**config.mk**
```make
export PLATFORM = sky130hd
export DESIGN_NAME = markov_chord_sequencer
export DESIGN_NICKNAME = d
export VERILOG_FILES = /design/src/design/mcs_pkg.sv /design/src/design/markov_chord_sequencer.sv
export SDC_FILE = /design/constraint.sdc
export NUM_CORES = 1
export LEC_CHECK = 0
export BUFFER_PORTS_ARGS = -buffer_cell sky130_fd_sc_hd__buf_2
export CAP_MARGIN = 25
export CORE_ASPECT_RATIO = 1.5
export CORE_MARGIN = 1.5
export CORE_UTILIZATION = 55
export DETAILED_ROUTE_END_ITERATION = 6
export GPL_TIMING_DRIVEN = 0
export MAX_ROUTING_LAYER = met4
export PLACE_DENSITY = 0.88
export SYNTH_ARGS = -nofsm -noshare
export SYNTH_HDL_FRONTEND = slang
export SYNTH_SLANG_ARGS = --single-unit
```
**constraint.sdc**
```tcl
create_clock -name clk -period 4.4 [get_ports clk]
set_input_delay 0 -clock clk [delete_from_list [all_inputs] [get_ports clk]]
set_output_delay 0 -clock clk [all_outputs]
set_load 0.1 [all_outputs]
```
**src/design/mcs_pkg.sv**
```systemverilog
`timescale 1ns / 1ps

package mcs_pkg;

  localparam int RandW   = 16;
  localparam int PeriodW = 24;
  localparam int KeyW    = 4;
  localparam int NotesW  = 4;
  localparam int NoteW   = 7;
  localparam int DegW    = 3;
  localparam int StepW   = 2;
  localparam int CfgIdxW = 2;

  localparam logic [NoteW-1:0] ROOT_PITCH = 7'd36;

  // configuration register indexes
  localparam logic [CfgIdxW-1:0] REG_CHORD_PERIOD    = 2'd0;
  localparam logic [CfgIdxW-1:0] REG_SCALE_MODE      = 2'd1;
  localparam logic [CfgIdxW-1:0] REG_KEY_OFFSET      = 2'd2;
  localparam logic [CfgIdxW-1:0] REG_NOTES_PER_CHORD = 2'd3;

  // program steps
  localparam logic [StepW-1:0] STEP_WAIT    = 2'd0;
  localparam logic [StepW-1:0] STEP_RELEASE = 2'd1;
  localparam logic [StepW-1:0] STEP_SEARCH  = 2'd2;
  localparam logic [StepW-1:0] STEP_PRESS   = 2'd3;

  // jump conditions
  typedef enum logic [1:0] {
    COND_CHANGE,
    COND_REL_DONE,
    COND_FOUND,
    COND_PRS_DONE
  } cond_t;

  // one control word per program step
  typedef struct packed {
    logic             take_in;
    logic             emit;
    logic             press;
    logic             advance;
    cond_t            cond;
    logic [StepW-1:0] target;
  } ctrl_t;

  function automatic ctrl_t ucode(logic [StepW-1:0] step);
    ctrl_t cw;
    cw = '{take_in: 1'b0, emit: 1'b0, press: 1'b0, advance: 1'b0,
           cond: COND_CHANGE, target: STEP_WAIT};
    case (step)
      STEP_WAIT: begin
        cw.take_in = 1'b1;
        cw.cond    = COND_CHANGE;
        cw.target  = STEP_RELEASE;
      end
      STEP_RELEASE: begin
        cw.emit    = 1'b1;
        cw.advance = 1'b1;
        cw.cond    = COND_REL_DONE;
        cw.target  = STEP_SEARCH;
      end
      STEP_SEARCH: begin
        cw.advance = 1'b1;
        cw.cond    = COND_FOUND;
        cw.target  = STEP_PRESS;
      end
      STEP_PRESS: begin
        cw.emit    = 1'b1;
        cw.press   = 1'b1;
        cw.advance = 1'b1;
        cw.cond    = COND_PRS_DONE;
        cw.target  = STEP_WAIT;
      end
      default: begin
        cw.target = STEP_WAIT;
      end
    endcase
    return cw;
  endfunction

  // cumulative transition probabilities in q0.16, row = current degree;
  // the last column always matches, so it is held at all ones
  localparam logic [RandW-1:0] CUM_TABLE [8][8] = '{
    '{16'd4369,  16'd13107, 16'd21845, 16'd34953, 16'd56798, 16'd61167,
      16'hFFFF, 16'hFFFF},
    '{16'd4369,  16'd8738,  16'd17476, 16'd21845, 16'd43691, 16'd56798,
      16'hFFFF, 16'hFFFF},
    '{16'd9362,  16'd14043, 16'd18725, 16'd28087, 16'd42130, 16'd51493,
      16'hFFFF, 16'hFFFF},
    '{16'd11916, 16'd17873, 16'd29789, 16'd35747, 16'd47663, 16'd59578,
      16'hFFFF, 16'hFFFF},
    '{16'd25486, 16'd29127, 16'd36409, 16'd43691, 16'd47332, 16'd54613,
      16'hFFFF, 16'hFFFF},
    '{16'd14043, 16'd23406, 16'd32768, 16'd42130, 16'd51493, 16'd56174,
      16'hFFFF, 16'hFFFF},
    '{16'd23406, 16'd32768, 16'd42130, 16'd46811, 16'd51493, 16'd60855,
      16'hFFFF, 16'hFFFF},
    '{16'hFFFF, 16'hFFFF, 16'hFFFF, 16'hFFFF, 16'hFFFF, 16'hFFFF,
      16'hFFFF, 16'hFFFF}
  };

  localparam logic [3:0] MAJOR_STEPS [8] = '{4'd0, 4'd2, 4'd4, 4'd5, 4'd7, 4'd9, 4'd11, 4'd0};
  localparam logic [3:0] MINOR_STEPS [8] = '{4'd0, 4'd2, 4'd3, 4'd5, 4'd7, 4'd8, 4'd10, 4'd0};

endpackage

```
**src/design/markov_chord_sequencer.sv**
```systemverilog
`timescale 1ns / 1ps

// a tick with no chord change is taken in the wait step and gives no event
// a chord change runs the release, search and press steps, one event a cycle
// in release and press while the output is taken, set by the microcode step loop
// throughput: one tick per cycle between changes, none taken while a change runs
// rst (synchronous) clears counters, degree, held count and restores register defaults
module markov_chord_sequencer #(
  parameter int MAX_NOTES = 8
) (
  input  logic                         clk,
  input  logic                         rst,
  // configuration write port
  input  logic                         cfg_we,
  input  logic [mcs_pkg::CfgIdxW-1:0]  cfg_index,
  input  logic [mcs_pkg::PeriodW-1:0]  cfg_data,
  // tdata: random_value[15:0]
  input  logic                         s_axis_tvalid,
  output logic                         s_axis_tready,
  input  logic [15:0]                  s_axis_tdata,
  // tdata: note_number[6:0], zero pad [7]
  output logic                         m_axis_tvalid,
  input  logic                         m_axis_tready,
  output logic [7:0]                   m_axis_tdata,
  // tuser: is_press[0]
  output logic                         m_axis_tuser,
  output logic                         m_axis_tlast
);
  import mcs_pkg::*;

  localparam int CW = $clog2(MAX_NOTES + 1);
  localparam int IW = (CW > DegW) ? CW : DegW;
  localparam int AW = (MAX_NOTES > 1) ? $clog2(MAX_NOTES) : 1;

  // configuration registers
  logic [PeriodW-1:0] chord_period;
  logic               scale_mode;
  logic [KeyW-1:0]    key_offset;
  logic [NotesW-1:0]  notes_per_chord;

  // state
  logic [StepW-1:0]   step;
  logic [IW-1:0]      idx;
  logic [PeriodW-1:0] tick_count;
  logic [DegW-1:0]    chord_degree;
  logic [DegW-1:0]    scale_idx;
  logic [RandW-1:0]   rnd;
  logic [IW-1:0]      held_count;
  logic [NoteW-1:0]   held_notes [MAX_NOTES];

  // output register
  logic               out_valid;
  logic [NoteW-1:0]   out_note;
  logic               out_press;
  logic               out_last;

  ctrl_t              cw;
  logic               in_fire;
  logic               change;
  logic               out_free;
  logic               step_go;
  logic               found;
  logic               cond_hit;
  logic [IW-1:0]      cnt_sat;
  logic [IW-1:0]      idx_inc;
  logic [3:0]         scale_step;
  logic [NoteW-1:0]   press_note;
  logic [NoteW-1:0]   emit_note;
  logic               emit_last;
  logic [DegW:0]      scale_sum;
  logic [DegW-1:0]    scale_idx_next;

  assign cw            = ucode(step);
  assign s_axis_tready = cw.take_in && !rst;
  assign in_fire       = s_axis_tvalid && s_axis_tready;
  assign change        = tick_count >= chord_period;
  assign out_free      = !out_valid || m_axis_tready;
  assign step_go       = !cw.emit || out_free;
  assign idx_inc       = idx + 1'b1;

  // saturate notes per chord to the held note store
  always_comb begin
    if (int'(notes_per_chord) > MAX_NOTES) begin
      cnt_sat = IW'(MAX_NOTES);
    end else begin
      cnt_sat = IW'(notes_per_chord);
    end
  end

  // transition search compares one column a cycle
  assign found = CUM_TABLE[chord_degree][idx[DegW-1:0]] >= rnd;

  // jump condition of the current step
  always_comb begin
    case (cw.cond)
      COND_CHANGE:   cond_hit = in_fire && change;
      COND_REL_DONE: cond_hit = idx >= held_count;
      COND_FOUND:    cond_hit = found;
      COND_PRS_DONE: cond_hit = idx >= cnt_sat;
      default:       cond_hit = 1'b0;
    endcase
  end

  // note of a press and the event data
  assign scale_step = scale_mode ? MINOR_STEPS[scale_idx] : MAJOR_STEPS[scale_idx];
  assign press_note = ROOT_PITCH + {3'b000, key_offset} + {3'b000, scale_step};
  assign emit_note  = cw.press ? press_note : held_notes[idx[AW-1:0]];
  assign emit_last  = cw.press ? (idx_inc == cnt_sat)
                               : ((idx_inc == held_count) && (cnt_sat == '0));

  // stacked third: scale index advances by two, mod 7
  assign scale_sum      = {1'b0, scale_idx} + 4'd2;
  assign scale_idx_next = (scale_sum >= 4'd7) ? DegW'(scale_sum - 4'd7) : scale_sum[DegW-1:0];

  // sequencer, datapath and output register
  always_ff @(posedge clk) begin
    if (rst) begin
      chord_period    <= 24'd88200;
      scale_mode      <= 1'b0;
      key_offset      <= '0;
      notes_per_chord <= 4'd3;
      step            <= STEP_WAIT;
      idx             <= '0;
      tick_count      <= '0;
      chord_degree    <= '0;
      held_count      <= '0;
      out_valid       <= 1'b0;
    end else begin
      // register writes
      if (cfg_we) begin
        case (cfg_index)
          REG_CHORD_PERIOD:    chord_period    <= cfg_data;
          REG_SCALE_MODE:      scale_mode      <= cfg_data[0];
          REG_KEY_OFFSET:      key_offset      <= cfg_data[KeyW-1:0];
          REG_NOTES_PER_CHORD: notes_per_chord <= cfg_data[NotesW-1:0];
          default: ;
        endcase
      end

      if (out_valid && m_axis_tready) begin
        out_valid <= 1'b0;
      end

      // tick request
      if (in_fire) begin
        rnd        <= s_axis_tdata;
        tick_count <= change ? PeriodW'(1) : tick_count + 1'b1;
      end

      if (cond_hit) begin
        step <= cw.target;
        idx  <= '0;
        if (cw.cond == COND_FOUND) begin
          chord_degree <= idx[DegW-1:0];
          scale_idx    <= idx[DegW-1:0];
        end
        if (cw.cond == COND_PRS_DONE) begin
          held_count <= cnt_sat;
        end
      end else if (cw.advance && step_go) begin
        idx <= idx_inc;
        if (cw.emit) begin
          out_valid <= 1'b1;
          out_press <= cw.press;
          out_note  <= emit_note;
          out_last  <= emit_last;
        end
        if (cw.press) begin
          held_notes[idx[AW-1:0]] <= press_note;
          scale_idx               <= scale_idx_next;
        end
      end
    end
  end

  assign m_axis_tvalid = out_valid;
  assign m_axis_tdata  = {1'b0, out_note};
  assign m_axis_tuser  = out_press;
  assign m_axis_tlast  = out_last;

endmodule
```
==> metrics.csv <==
metric,value,unit
root_buffer,clkbuf_16,
relSlewSlack,0.455,
synthAdderAreaFrac,0.110,
outcome,"finished, final reports clean",
crit_type,reg2reg,
grt.total_usage,0.343,
die_area,0.0170,sq mm
grt_pass1_vias,8191,
yosys.area_share.xor_xnor,0.0333,
power_density,349,mW/mm^2
grt_max_degree,22,
overflow,0,
met3_usage,0.0561,
layout_min_cycle_time,4340,ps
grt_pass1_wl,43400,um
synth_top_family_by_area,compound AO/OA/AOI/OAI gates,
globalplace.congestion,1.05,
synth_cell_types,64,
yosys_warnings,0,
totalPowerFinal,3750,uW
hold_depth,4,
layout-drive-gt1-share,0.165,
antenna_left,0,
gr-usage-met2,0.607,
layout_common_cells,"nand2_1, edfxtp_1, nor2_1, a21oi_1, ha_1",
ys_ff_latch,155,
rows,56,
setup_tns,0,ps
maxSlewViolCount,0,
crit_path_start_kind,register,
setup-violations-final,0,
drt_iter0_markers,772,
final_common_cell,nand2_1,
ir_drop,0.297,mV
grt-busiest-layer,met2,
finalHoldViolations,0,
die_h,159,um
met1_usage,0.348,
fin_nets,1210,
max_stage_delay,410,ps
synthSimpleGateAreaFrac,0.145,
htree_levels,4,
cpMaxStageDelayCell,dfxtp_4,
dp_hpwl,18900,um
clk_path_buf_depth,2,
ios,59,
numCtsBuffers,17,
syn_area,0.00893,sq mm
p_leak,0.00424,uW
area_growth,20.4,%
fillers,1146,
antenna_found_initial,0,
synth_nets,1083,
r2r_end,held_notes[0][3],
viasPerCell,6.34,
worstReg2RegStart,chord_degree[1],
yosysSeqAreaShare,0.442,
syn_area_per_cell,9.31,sq um
fin_crit_sh,0.986,
final.setup.worst_slack,61.7,ps
die_x,107,um
totalWireLength,27900,um
start_util,0.567,
worstPathArrival,4480,ps
synthCells,959,
drc_errors,0,
synth_area_leaders,"edfxtp_1, dfxtp_1, ha_1, nand2_1, a21oi_1",
muxShareOfSynthArea,0.0430,
diodes,0,
clock_sinks,155,
synth-edff-count,84,
skew,12.9,ps
reg2regPathDepth,17,
fmax,0.231,GHz
netlist.area_leader.share,0.282,
critical_path_required,4540,ps
seqCellArea,0.00395,sq mm
cts_tree,built,
synth_ff_type,edfxtp_1,
worstMarginPinSlew,816,ps
min_path_type,in2reg,
utilization,0.682,
drtPass1Iterations,6,
multi_input_area,0.00465,sq mm
core_area,0.0158,sq mm
r2r_slack,60,ps
clk_latency,430,ps
synth_compound_area_frac,0.175,
path_cells,"clkinvlp_4, buf_4, ha_1, nand2_1, a22oi_1, nor3_2, a21oi_1, ha_1, nor2b_1, o21ai_0, a221oi_2, o211ai_1, a21oi_2, o21ai_4, buf_6, nor4_4, buf_4",
place_ws,-1490,ps
async_flop_share,0,
numPortBuffers,57,
vias,8251,
cp_max_fo,10,
yosys.area.top_type,edfxtp_1,
route.detailed.wl_per_inst,21.4,um
critPathCaptureType,register,
worstHoldEndpoint,scale_mode,
max_cap_violations,0,
crit_start,chord_degree[1],
hp-start,cfg_we,
clk_pin_slew,70,ps
worst max-delay path, delay by kind of cell, from the launching register on:
kind            cells  cell delay [ps]
fa+ha+maj           2              610
compound gates      7             1270
simple gates        4             1020
flops               1              410
buf+inv             4              710
cells by family after synthesis:
logic type | count (synthesis)
and+or+nand+nor | 293
AOI/OAI and AO/OA | 245
DFF | 155
buffers and inverters | 120
adders and majority gates | 77
xor gates and xnor gates | 34
muxes | 34
other | 1
metal layers:
metal / up-vias / routed length (um)
met3: 149 / 1740
li1: 3703 / -
met2: 468 / 15000
met5: - / 0
met1: 3931 / 9410
met4: 0 / 1790
power breakdown:
part | internal [uW] | switching (uW)
clock | 812 | 683
sequential | 1560 | 20.2
combinational | 235 | 440
worst max-delay path by stage:
stage / endpoint / slack (ps)
finish: held_notes[0][3] / 60
global route: held_notes[0][0] / -40
floorplan: m_axis_tlast / 70
CTS: held_notes[4][6] / 40
global placement: out_note[1] / -1830
detailed placement: out_note[5] / -1490
per-stage QoR:
stage          area [sq um]  instances  hold slack, ps
2_1_floorplan          8930        959            98.9
3_3_place_gp           9470       1219             177
3_5_place_dp           9510       1223             178
4_1_cts               10700       1297            23.3
5_1_grt               10800       1302            53.0
6_report              10800       1302            26.2
sequential cells by signal, indices dropped and copies added, names as in the netlist:
register and cells:
held_notes 56, chord_period 24, tick_count 24, rnd 16, out_note 7, held_count 4
idx 4, key_offset 4, notes_per_chord 4, chord_degree 3, scale_idx 3, step 2
m_axis_tlast 1, m_axis_tuser 1, m_axis_tvalid 1, scale_mode 1
area by class of cell:
| class | count | area share |
|---|---|---|
| plain buffers | 48 | 0.0215 |
| clock buffers | 17 | 0.0396 |
| clock inverters | 15 | 0.0158 |
| inverters | 69 | 0.0247 |
| multi-input cells | 684 | 0.433 |
| flip-flops and latches | 155 | 0.367 |
| well taps | 203 | 0.0236 |
| repair buffers | 111 | 0.0749 |
cell usage after synthesis, types with 7 or more instances:
cell / n
nand4_1: 9
xnor2_1: 15
nand3_1: 26
inv_1: 66
clkbuf_1: 36
o211ai_1: 18
o21ai_0: 56
nor3_1: 17
mux2i_1: 20
edfxtp_1: 84
dfxtp_1: 71
a21o_1: 9
xor2_1: 19
ha_1: 75
buf_1: 11
nor2b_1: 10
nor2_1: 88
mux2_2: 11
a221oi_1: 15
a31oi_1: 7
a21oi_1: 83
nand2_1: 114
what timing repair did:
item / 4_1_cts / 5_1_grt
pin swaps: 3 / 10
endpoints found under the hold margin: 50 / 0
endpoints found under the setup margin: 92 / 66
hold buffers: 41 / 0
buffers inserted: 4 / 5
resized for setup: 45 / 23
Note: power is estimated with default switching activity, not from simulation.
